$ cat src/sv/mlfq_pkg.sv
// ----------------------------------------------------------------------------
// MLFQ task picker package
// Table sizes, status and result codes, entry type and unit opcodes.
// ----------------------------------------------------------------------------
package mlfq_pkg;

  localparam int NUM_TASKS = 64;
  localparam int IDX_W     = $clog2(NUM_TASKS);
  localparam int CNT_W     = IDX_W + 1;
  localparam int OUT_IDX_W = 6;

  localparam logic [2:0] ST_FREE     = 3'd0;
  localparam logic [2:0] ST_DYING    = 3'd1;
  localparam logic [2:0] ST_RUNNABLE = 3'd2;
  localparam logic [2:0] ST_RUNNING  = 3'd3;

  localparam logic [1:0] OC_RUN    = 2'd0;
  localparam logic [1:0] OC_IDLE   = 2'd1;
  localparam logic [1:0] OC_NOLIVE = 2'd2;

  localparam logic [1:0] CFG_MODE      = 2'd0;
  localparam logic [1:0] CFG_QUANTUM   = 2'd1;
  localparam logic [1:0] CFG_AGING     = 2'd2;
  localparam logic [1:0] CFG_PRIO_CEIL = 2'd3;

  localparam logic [15:0] QUANTUM_RST   = 16'd5;
  localparam logic [15:0] AGING_RST     = 16'd50;
  localparam logic [7:0]  PRIO_CEIL_RST = 8'd7;
  localparam logic [15:0] RUNS_MAX      = 16'hFFFF;

  localparam logic [2:0] OP_TOP   = 3'd0;
  localparam logic [2:0] OP_AGE   = 3'd1;
  localparam logic [2:0] OP_PICK  = 3'd2;
  localparam logic [2:0] OP_KEEP  = 3'd3;
  localparam logic [2:0] OP_YIELD = 3'd4;

  typedef struct packed {
    logic [2:0]  status;
    logic [7:0]  prio;
    logic [15:0] runs;
  } entry_t;

  typedef struct packed {
    logic   runnable;
    logic   live;
    logic   hit;
    logic   upd;
    entry_t ent;
  } alu_res_t;

endpackage

$ cat src/sv/mlfq_tbl.sv
// ----------------------------------------------------------------------------
// MLFQ task table
// Single write, single registered read; per-entry valid bits give zero reset.
// ----------------------------------------------------------------------------
module mlfq_tbl
  import mlfq_pkg::*;
(
  input  logic             clk,
  input  logic             rst_n,
  input  logic             we,
  input  logic [IDX_W-1:0] wa,
  input  entry_t           wd,
  input  logic [IDX_W-1:0] ra,
  output entry_t           rd
);

  entry_t               mem [NUM_TASKS];
  logic [NUM_TASKS-1:0] vld_r;
  entry_t               q_r;
  logic                 qv_r;

  always_ff @(posedge clk) begin
    if (we) begin
      mem[wa] <= wd;
    end
    q_r <= mem[ra];
  end

  always_ff @(posedge clk) begin
    if (!rst_n) begin
      vld_r <= '0;
      qv_r  <= 1'b0;
    end else begin
      qv_r <= vld_r[ra];
      if (we) begin
        vld_r[wa] <= 1'b1;
      end
    end
  end

  // never-written entries read as free, priority 0, no runs
  assign rd = qv_r ? q_r : '0;

endmodule

$ cat src/sv/mlfq_alu.sv
// ----------------------------------------------------------------------------
// MLFQ entry unit
// Shared compare/update unit applied to one table entry per cycle.
// ----------------------------------------------------------------------------
module mlfq_alu
  import mlfq_pkg::*;
(
  input  logic [2:0]  op,
  input  entry_t      ent,
  input  logic        mode,
  input  logic [7:0]  top,
  input  logic [7:0]  prio_ceil,
  input  logic [15:0] quantum,
  output alu_res_t    res
);

  logic [15:0] runs_inc;
  logic        demote;

  always_comb begin
    runs_inc = (ent.runs == RUNS_MAX) ? ent.runs : ent.runs + 16'd1;
    demote   = mode && (ent.runs >= quantum) && (top > 8'd1);

    res.runnable = (ent.status == ST_RUNNABLE);
    res.live     = (ent.status == ST_RUNNABLE) || (ent.status == ST_RUNNING) ||
                   (ent.status == ST_DYING);
    res.hit      = 1'b0;
    res.upd      = 1'b0;
    res.ent      = ent;

    unique case (op)
      OP_TOP: begin
        res.ent = ent;
      end
      OP_AGE: begin
        res.upd      = (ent.status != ST_FREE) && (ent.prio < prio_ceil);
        res.ent.prio = ent.prio + 8'd1;
      end
      OP_PICK: begin
        res.hit        = res.runnable && (!mode || (ent.prio == top));
        res.ent.status = ST_RUNNING;
        res.ent.prio   = demote ? top - 8'd1 : ent.prio;
        res.ent.runs   = runs_inc;
      end
      OP_KEEP: begin
        res.ent.status = ST_RUNNING;
        res.ent.runs   = runs_inc;
      end
      OP_YIELD: begin
        res.ent.status = ST_RUNNABLE;
      end
      default: begin
        res.ent = ent;
      end
    endcase
  end

endmodule

$ cat src/sv/mlfq_round_robin_task_picker.sv
// ----------------------------------------------------------------------------
// MLFQ round-robin task picker
// Task table with round-robin or priority/aging/demotion selection.
// ----------------------------------------------------------------------------
//  channel | direction | handshake            | payload
//  in      | in        | in_valid / in_ready  | func, entry_index, new_status, new_priority
//  out     | out       | out_valid/ out_ready | outcome, chosen_index
//  cfg     | in        | cfg_valid/ cfg_ready | cfg_index (register), cfg_data
//
// A write request is written to the table on acceptance and gives no result.
// A schedule request walks the table through one read port, one entry a cycle:
// round robin is one pass, priority mode a top-priority pass, an optional
// aging pass and, when a task is runnable, a pick pass.
// in_ready is low from a schedule request until its result is taken.
// Reset (rst_n low, synchronous) empties the table at once via valid bits.
// cfg_ready is always high.
// ----------------------------------------------------------------------------
module mlfq_round_robin_task_picker
  import mlfq_pkg::*;
(
  input  logic           clk,
  input  logic           rst_n,
  input  logic           in_valid,
  output logic           in_ready,
  input  logic           in_func,
  input  logic [5:0]     in_entry_index,
  input  logic [2:0]     in_new_status,
  input  logic [7:0]     in_new_priority,
  output logic           out_valid,
  input  logic           out_ready,
  output logic [1:0]     out_outcome,
  output logic [5:0]     out_chosen_index,
  input  logic           cfg_valid,
  output logic           cfg_ready,
  input  logic [1:0]     cfg_index,
  input  logic [15:0]    cfg_data
);

  localparam logic [2:0] S_IDLE    = 3'd0;
  localparam logic [2:0] S_TOP     = 3'd1;
  localparam logic [2:0] S_AGE     = 3'd2;
  localparam logic [2:0] S_PICK    = 3'd3;
  localparam logic [2:0] S_CUR_RD  = 3'd4;
  localparam logic [2:0] S_CUR_EV  = 3'd5;
  localparam logic [2:0] S_PICK_WR = 3'd6;
  localparam logic [2:0] S_OUT     = 3'd7;

  // configuration
  logic        mode_r;
  logic [15:0] quantum_r;
  logic [15:0] aging_int_r;
  logic [7:0]  prio_ceil_r;

  // sequencer state
  logic [2:0]       state_r, state_nxt;
  logic [CNT_W-1:0] cnt_r, cnt_nxt;
  logic             tag_vld_r, tag_vld_nxt;
  logic             tag_last_r, tag_last_nxt;
  logic [IDX_W-1:0] tag_idx_r, tag_idx_nxt;
  logic [IDX_W-1:0] start_r, start_nxt;
  logic [7:0]       top_r, top_nxt;
  logic             top_vld_r, top_vld_nxt;
  logic             live_r, live_nxt;
  logic             found_r, found_nxt;
  logic [IDX_W-1:0] pick_r, pick_nxt;
  entry_t           pick_ent_r, pick_ent_nxt;
  logic             cur_vld_r, cur_vld_nxt;
  logic [IDX_W-1:0] cur_idx_r, cur_idx_nxt;
  logic [15:0]      aging_r, aging_nxt;
  logic [1:0]       outc_r, outc_nxt;
  logic [5:0]       oidx_r, oidx_nxt;

  // datapath
  logic             in_acc;
  logic             scanning, issue, leave;
  logic [CNT_W-1:0] circ_sum;
  logic [IDX_W-1:0] scan_addr, rd_addr;
  logic [2:0]       op;
  logic             cur_run;
  logic [15:0]      age_inc;
  logic             we;
  logic [IDX_W-1:0] wa;
  entry_t           wd, rd;
  alu_res_t         alu;

  assign in_ready  = (state_r == S_IDLE);
  assign in_acc    = in_valid && in_ready;
  assign cfg_ready = 1'b1;
  assign out_valid = (state_r == S_OUT);
  assign out_outcome      = outc_r;
  assign out_chosen_index = oidx_r;

  // register writes, expected only while idle
  always_ff @(posedge clk) begin
    if (!rst_n) begin
      mode_r      <= 1'b0;
      quantum_r   <= QUANTUM_RST;
      aging_int_r <= AGING_RST;
      prio_ceil_r <= PRIO_CEIL_RST;
    end else if (cfg_valid && cfg_ready) begin
      unique case (cfg_index)
        CFG_MODE:      mode_r      <= cfg_data[0];
        CFG_QUANTUM:   quantum_r   <= cfg_data;
        CFG_AGING:     aging_int_r <= cfg_data;
        CFG_PRIO_CEIL: prio_ceil_r <= cfg_data[7:0];
        default:       mode_r      <= mode_r;
      endcase
    end
  end

  // scan address: plain order for top/aging, circular from start for picking
  assign scanning = (state_r == S_TOP) || (state_r == S_AGE) || (state_r == S_PICK);
  always_comb begin
    circ_sum = {1'b0, start_r} + {1'b0, cnt_r[IDX_W-1:0]};
    if (circ_sum >= CNT_W'(NUM_TASKS)) begin
      circ_sum = circ_sum - CNT_W'(NUM_TASKS);
    end
    scan_addr = (state_r == S_PICK) ? circ_sum[IDX_W-1:0] : cnt_r[IDX_W-1:0];
    rd_addr   = (state_r == S_CUR_RD) ? cur_idx_r : scan_addr;
  end

  always_comb begin
    unique case (state_r)
      S_AGE:    op = OP_AGE;
      S_PICK:   op = OP_PICK;
      S_CUR_EV: op = (found_r && cur_run) ? OP_YIELD : OP_KEEP;
      default:  op = OP_TOP;
    endcase
  end

  mlfq_alu u_alu (
    .op        (op),
    .ent       (rd),
    .mode      (mode_r),
    .top       (top_r),
    .prio_ceil (prio_ceil_r),
    .quantum   (quantum_r),
    .res       (alu)
  );

  mlfq_tbl u_tbl (
    .clk   (clk),
    .rst_n (rst_n),
    .we    (we),
    .wa    (wa),
    .wd    (wd),
    .ra    (rd_addr),
    .rd    (rd)
  );

  assign cur_run = cur_vld_r && (rd.status == ST_RUNNING);
  assign age_inc = aging_r + 16'd1;

  always_comb begin
    leave = 1'b0;
    if (tag_vld_r) begin
      if (state_r == S_PICK) begin
        leave = alu.hit || tag_last_r;
      end else if (scanning) begin
        leave = tag_last_r;
      end
    end
    issue = scanning && (cnt_r < CNT_W'(NUM_TASKS)) && !leave;
  end

  // table write port
  always_comb begin
    we = 1'b0;
    wa = pick_r;
    wd = pick_ent_r;
    unique case (state_r)
      S_IDLE: begin
        we = in_acc && !in_func && (CNT_W'(in_entry_index) < CNT_W'(NUM_TASKS));
        wa = IDX_W'(in_entry_index);
        wd = '{status: in_new_status, prio: in_new_priority, runs: 16'd0};
      end
      S_AGE: begin
        we = tag_vld_r && alu.upd;
        wa = tag_idx_r;
        wd = alu.ent;
      end
      S_CUR_EV: begin
        we = cur_run;
        wa = cur_idx_r;
        wd = alu.ent;
      end
      S_PICK_WR: begin
        we = 1'b1;
      end
      default: begin
        we = 1'b0;
      end
    endcase
  end

  // sequencer
  always_comb begin
    state_nxt    = state_r;
    cnt_nxt      = leave ? '0 : (issue ? cnt_r + CNT_W'(1) : cnt_r);
    tag_vld_nxt  = issue;
    tag_last_nxt = (cnt_r == CNT_W'(NUM_TASKS - 1));
    tag_idx_nxt  = scan_addr;
    start_nxt    = start_r;
    top_nxt      = top_r;
    top_vld_nxt  = top_vld_r;
    live_nxt     = live_r;
    found_nxt    = found_r;
    pick_nxt     = pick_r;
    pick_ent_nxt = pick_ent_r;
    cur_vld_nxt  = cur_vld_r;
    cur_idx_nxt  = cur_idx_r;
    aging_nxt    = aging_r;
    outc_nxt     = outc_r;
    oidx_nxt     = oidx_r;

    unique case (state_r)
      S_IDLE: begin
        if (in_acc && in_func) begin
          if (cur_vld_r) begin
            start_nxt = (cur_idx_r == IDX_W'(NUM_TASKS - 1)) ? '0 : cur_idx_r + IDX_W'(1);
          end else begin
            start_nxt = '0;
          end
          top_vld_nxt = 1'b0;
          top_nxt     = '0;
          live_nxt    = 1'b0;
          found_nxt   = 1'b0;
          state_nxt   = mode_r ? S_TOP : S_PICK;
        end
      end
      S_TOP: begin
        if (tag_vld_r) begin
          live_nxt = live_r || alu.live;
          if (alu.runnable && (!top_vld_r || (rd.prio > top_r))) begin
            top_nxt     = rd.prio;
            top_vld_nxt = 1'b1;
          end
        end
        if (leave) begin
          // aging counts after the top priority is known
          if (age_inc >= aging_int_r) begin
            aging_nxt = '0;
            state_nxt = S_AGE;
          end else begin
            aging_nxt = age_inc;
            state_nxt = top_vld_nxt ? S_PICK : S_CUR_RD;
          end
        end
      end
      S_AGE: begin
        if (leave) begin
          state_nxt = top_vld_r ? S_PICK : S_CUR_RD;
        end
      end
      S_PICK: begin
        if (tag_vld_r) begin
          live_nxt = live_r || alu.live;
          if (alu.hit) begin
            found_nxt    = 1'b1;
            pick_nxt     = tag_idx_r;
            pick_ent_nxt = alu.ent;
          end
        end
        if (leave) begin
          state_nxt = S_CUR_RD;
        end
      end
      S_CUR_RD: begin
        state_nxt = S_CUR_EV;
      end
      S_CUR_EV: begin
        if (found_r) begin
          state_nxt = S_PICK_WR;
        end else if (cur_run) begin
          // nothing else ready: the running task keeps the CPU
          outc_nxt  = OC_RUN;
          oidx_nxt  = OUT_IDX_W'(cur_idx_r);
          state_nxt = S_OUT;
        end else begin
          outc_nxt = live_r ? OC_IDLE : OC_NOLIVE;
          oidx_nxt = '0;
          if (live_r) begin
            cur_vld_nxt = 1'b0;
          end
          state_nxt = S_OUT;
        end
      end
      S_PICK_WR: begin
        cur_vld_nxt = 1'b1;
        cur_idx_nxt = pick_r;
        outc_nxt    = OC_RUN;
        oidx_nxt    = OUT_IDX_W'(pick_r);
        state_nxt   = S_OUT;
      end
      S_OUT: begin
        if (out_ready) begin
          state_nxt = S_IDLE;
        end
      end
      default: begin
        state_nxt = S_IDLE;
      end
    endcase
  end

  always_ff @(posedge clk) begin
    if (!rst_n) begin
      state_r   <= S_IDLE;
      cnt_r     <= '0;
      tag_vld_r <= 1'b0;
      cur_vld_r <= 1'b0;
      cur_idx_r <= '0;
      aging_r   <= '0;
    end else begin
      state_r   <= state_nxt;
      cnt_r     <= cnt_nxt;
      tag_vld_r <= tag_vld_nxt;
      cur_vld_r <= cur_vld_nxt;
      cur_idx_r <= cur_idx_nxt;
      aging_r   <= aging_nxt;
    end
  end

  always_ff @(posedge clk) begin
    tag_last_r <= tag_last_nxt;
    tag_idx_r  <= tag_idx_nxt;
    start_r    <= start_nxt;
    top_r      <= top_nxt;
    top_vld_r  <= top_vld_nxt;
    live_r     <= live_nxt;
    found_r    <= found_nxt;
    pick_r     <= pick_nxt;
    pick_ent_r <= pick_ent_nxt;
    outc_r     <= outc_nxt;
    oidx_r     <= oidx_nxt;
  end

endmodule

$ cat config.mk
export PLATFORM = sky130hd
export DESIGN_NAME = mlfq_round_robin_task_picker
export DESIGN_NICKNAME = d
export VERILOG_FILES = /design/src/sv/mlfq_pkg.sv /design/src/sv/mlfq_tbl.sv /design/src/sv/mlfq_alu.sv /design/src/sv/mlfq_round_robin_task_picker.sv
export SDC_FILE = /design/constraint.sdc
export NUM_CORES = 2
export LEC_CHECK = 0
export BUFFER_PORTS_ARGS = -buffer_cell sky130_fd_sc_hd__buf_2
export CAP_MARGIN = 40
export CORE_UTILIZATION = 24
export DETAILED_ROUTE_END_ITERATION = 8
export GPL_TIMING_DRIVEN = 0
export SKIP_LAST_GASP = 1
export SYNTH_ARGS = -nofsm -noshare
export SYNTH_HDL_FRONTEND = slang
export SYNTH_SLANG_ARGS = --single-unit
$ cat constraint.sdc
create_clock -name clk -period 6.1 [get_ports clk]
set_clock_uncertainty 0.1 [all_clocks]
set_input_delay 1.22 -clock clk [delete_from_list [all_inputs] [get_ports clk]]
set_output_delay 1.22 -clock clk [all_outputs]
set_load 0.1 [all_outputs]
# After elaboration in Yosys (flattened, before gate mapping)
# Memory sizes are Yosys's and may differ from the RTL's. A register that Yosys moved wholly into a read port is not among the register bits.
# Cells that the tools add are included.
[classes]
n_reduce_logical = 52
n_eq_ne = 34
muxes = 62
n_lt_le_gt_ge = 10
bitwise_logic = 3
n_addsub = 8
[op_table]
columns = ["operator", "count"]
rows = [
  ["OR 64 bit", 1],
  ["case mux 27 bit (2 select lines)", 1],
  ["two-way mux 16 bit", 3],
  ["adder 16 x 1 -> 16 bit (second input constant)", 2],
  [">= comparator 16 bit", 2],
  ["two-way mux 8 bit", 4],
  ["case mux 8 bit (2 select lines)", 2],
  ["two-way mux 6 bit", 5],
  ["two-way mux 27 bit", 1],
  ["two-way mux 3 bit", 9],
  ["case mux 3 bit (8 select lines)", 1],
  ["two-way mux 1 bit", 20],
  ["equality test 3 x 2 -> 1 bit (second input constant)", 6],
  ["!= test 2 bit (second input constant)", 9],
  ["case mux 6 bit (3 select lines)", 1],
  ["equality test 16 bit (second input constant)", 1],
  ["AND reduction 2 bit", 8],
  ["equality test 3 bit (second input constant)", 5],
  ["logical AND 1 bit", 14],
  ["less-than comparator 6 x 7 -> 1 bit (second input constant)", 2],
  ["case mux 6 bit (2 select lines)", 1],
  ["AND reduction 4 bit", 3],
  ["OR reduction 2 bit", 5],
  ["equality test 3 x 1 -> 1 bit (second input constant)", 3],
  ["35 further kinds", 60],
]
[word_totals]
mem_bits_rw = 1728
regBits = 205
memories = 1
inputBits = 41
[mem_list]
columns = ["memory", "words", "word_bits", "rd", "rd_ports_with_merged_regs", "write_ports", "line", "text"]
rows = [
  ["u_tbl.mem", 64, 27, 1, 1, 1, "mlfq_tbl.sv:17", "entry_t mem [NUM_TASKS];"],
]

# Depth between registers and ports, before layout
[depth]
ltp_word = 13
mapped_depth = 16
depth_no_buf = 14

# Modules after synthesis
# From an unflattened synthesis, not the netlist that was laid out.
[unflattened]
cells_unflattened = 4023
hier_area_um2 = 77332.9
[by_module_without_submodules]
columns = ["module", "n_inst", "cells_per_inst", "area_each_um2"]
rows = [
  ["mlfq_tbl", 1, 3000, 68544.5],
  ["mlfq_round_robin_task_picker", 1, 816, 7322.0],
  ["mlfq_alu", 1, 207, 1466.4],
]

# Least setup slack after synthesis
# Ideal clock, no wire load.
[synth_timing]
kind = "flip-flop to flip-flop"
from = "register u_tbl.qv_r"
to = "memory u_tbl.mem[0][8] (netlist name) (data pin)"
path_buffers = 3
t_required_ns = 5.412
path_stages_with_launch = 15
setup_slack_ns = 0.631
arrival_ns = 4.781
synth_period_minus_slack_ns = 5.469
cell_sequence = "dfxtp_1 clkbuf_1 clkbuf_1 clkbuf_1 nand2_1 inv_1 ha_1 nand4_1 or4_1 or3_1 nand3_1 xnor2_1 and2_1 a221oi_1 a31oi_1"
[synth_rtl]
columns = ["item", "line", "text"]
rows = [
  ["start: declaration", "mlfq_tbl.sv:20", "logic qv_r;"],
  ["start signal: assignment", "mlfq_tbl.sv:34", "qv_r <= vld_r[ra];"],
  ["end: declaration", "mlfq_tbl.sv:17", ""],
]

==> impl_metrics.ini <==
[logic_synthesis]
syn_nets = 6342
synth_cell_types = 80
avgSynthCellArea_sq_um = 12.80
netlist_instances = 6241
synth_edf_count = 1786
synth_seq_cells = 1960
async_reset_ff_share_pct = 0
synthFlopType = edfxtp_1
syn_area_sq_um = 79890
yosys_warnings = 0
seq_area_frac_synth_pct = 71.49

[worst_setup_path]
r2r-start = u_tbl.qv_r
cp_num_buf_inv = 5
cp_top_family = compound AO/OA/AOI/OAI gates
critPathKind = reg -> reg
endpoint_kind = flop
cp_slowest_cell = a21oi_4
critical_path_required_ns = 6.67
critPathArrivalTime_ns = 6.43
cp-start-kind = flop
crit_fanout = 32
max_stage_delay_ns = 0.71
critPathLaunch = u_tbl.qv_r
path_cells = clkbuf_1, clkbuf_1, clkbuf_1, nand2_1, ha_1, nand2b_1, a21o_1, a21o_1, a21o_1, a211oi_1, nor2_1, mux2i_1, a21oi_4, buf_16, buf_12

[timing]
period_minus_slack_ns = 5.863
relSlewSlack_pct = 26.75
fmax_mhz = 170.6
setup_viol = 0
max_slew.worst_pin.slew_ns = 1.097
maxSlewViolCount = 0
hold_viol = 0
setup_tns_ns = 0
rsz0062_at_grt = false
fin_crit_sh_pct = 96.11

[power_and_ir_drop]
power_frac_comb_pct = 35.7
p_sw_share_pct = 38.15
clkPwrFrac_pct = 26.6
power_frac_seq_pct = 37.6
p_sw_uw = 17270
internal-power_uw = 27990
ir_drop_mv = 0.2910
p_per_area_nw_per_um2 = 474.4
p_leak_uw = 0.03223

[floorplanning]
die_width_um = 578.9
rows = 211
start_util_pct = 24.15
die_h_um = 578.9
die-area_sq_um = 335200
placeableCoreArea_sq_um = 330800
io_pins = 52

[finish]
final_common_cell = edfxtp_1
drive_gt1_share_pct = 13.29
final_nets = 6856
instances_no_fill = 11293
layout_common_cells = edfxtp_1, nand2_1, nand3_1
area_delta_synth_final_pct = 19.41

[worst_hold_path]
hold_class = reg -> reg
min_from = tag_idx_r[2]

[cts]
postCtsHoldBufs = 0
cts_root_buf = clkbuf_16
cts_buffer_depth = 3
cts_tree = built
clkLatencyLatePin_ns = 0.87
numClockSinks = 1960
postCtsSetupBuffers = 0
clkTransAtPathRegs_ns = 0.06
post_cts_resized = 0
cts_inserted_buffers = 195
h-tree-depth = 4

[placed_design]
dp_hpwl_um = 180600
portBuffers = 49
place.gp.congestion = 0.9257
dp_cells = 10917

[grt]
track_usage_pct = 14.55
grt_pass1_wl_um = 360700
grt_max_degree = 65
grt_pass1_vias = 52761
antenna_found_initial = 25
grt_overflow = 0

[routing]
drt-total-wl_um = 250600
via_per_inst = 4.873
drtPass1Iterations = 6
dr.first_iter.drc_count = 6502
wl_per_cell_um = 22.19
vias = 55030
route.detailed.drc = 0
ant_nets = 0

[run]
drv_cap = 0

[outcome]
outcome = finished clean
[registers in the layout, indices dropped and copies added, names as in the netlist, 6 cells and up]
signal and flops:
aging_int_r 16, aging_r 16, cnt_r 7, cur_idx_r 6, out_chosen_index 6, pick_ent_r 27
pick_r 6, prio_ceil_r 8, quantum_r 16, start_r 6, tag_idx_r 6, top_r 8
u_tbl.mem 1728, u_tbl.q_r 27, u_tbl.vld_r 64
[area by class of cell]
type / count / area [sq um]
clock buffer: 259 / 5286
timing repair buffer: 317 / 2939
buffer: 414 / 1810
tap: 4366 / 5463
sequential: 1960 / 57110
antenna: 11 / 27.53
fill: 33270 / 235400
inverter: 71 / 266.5
clock inverter: 99 / 1084
multi-input combinational: 3796 / 21410
[through the flow]
stage	area [sq um]	power [uW]	hold WS (ns)	utilization (%)	setup slack [ns]
3_5_place_dp	88950	33100	0.3243	26.89	0.3904
6_report	95400	45250	0.3414	28.84	0.2373
3_3_place_gp	85590	31810	0.3199	25.88	-4.919
5_1_grt	95370	46620	0.3541	28.83	0.1076
4_1_cts	95320	45060	0.3427	28.81	0.3285
2_1_floorplan	79890	25260	0.3080	-	0.6313
[cell families after synthesis]
logic type / synth area share, %
xor+xnor: 0.5482
simple gates: 15.02
flops: 71.49
fa+ha+maj: 0.9491
mux: 2.188
other cells: 0.004694
buf+inv: 2.600
compound gates: 7.192
[power groups by stage]
stage	combinational (uW)	sequential, uW	clock [uW]
after CTS	15900	17000	12200
after floorplan	7830	17400	0
final	16200	17000	12100
after detailed placement	15800	17300	0
after global placement	14000	17800	0
after global routing	16900	17000	12700
[synthesized netlist by cell type, drive strengths merged, types with 55 or more instances]
cell	n	share of area, %
edfxtp	1786	67
nand2	1700	8.0
nand3	415	2.6
clkbuf	226	1.1
buf	188	1.2
dfxtp	174	4.4
o21ai	166	1.0
mux2i	133	1.7
nand4	122	0.96
a211oi	120	1.1
a32oi	112	1.2
nor2	111	0.58
a21oi	103	0.65
nor3	90	0.56
and3	89	0.70
a311oi	81	0.89
inv	70	0.33
a31oi	68	0.56
ha	59	0.92
nand4b	55	0.60
[routing by layer]
layer / share of wire, % / global-route usage, %
met5: 0.014 / 0
met4: 5.2 / 7.424
met3: 9.2 / 2.562
met2: 45 / 22.92
met1: 40 / 19.17
[final timing paths]
kind | to | slack, ns | depth (start not counted)
min | pick_r[2] | 0.34 | 0
max | u_tbl.mem[31][16] | 0.24 | 15
max reg2reg | u_tbl.mem[31][16] | 0.24 | 15
min reg2reg | pick_r[2] | 0.34 | 0
Note: power is estimated with default switching activity, not from simulation.
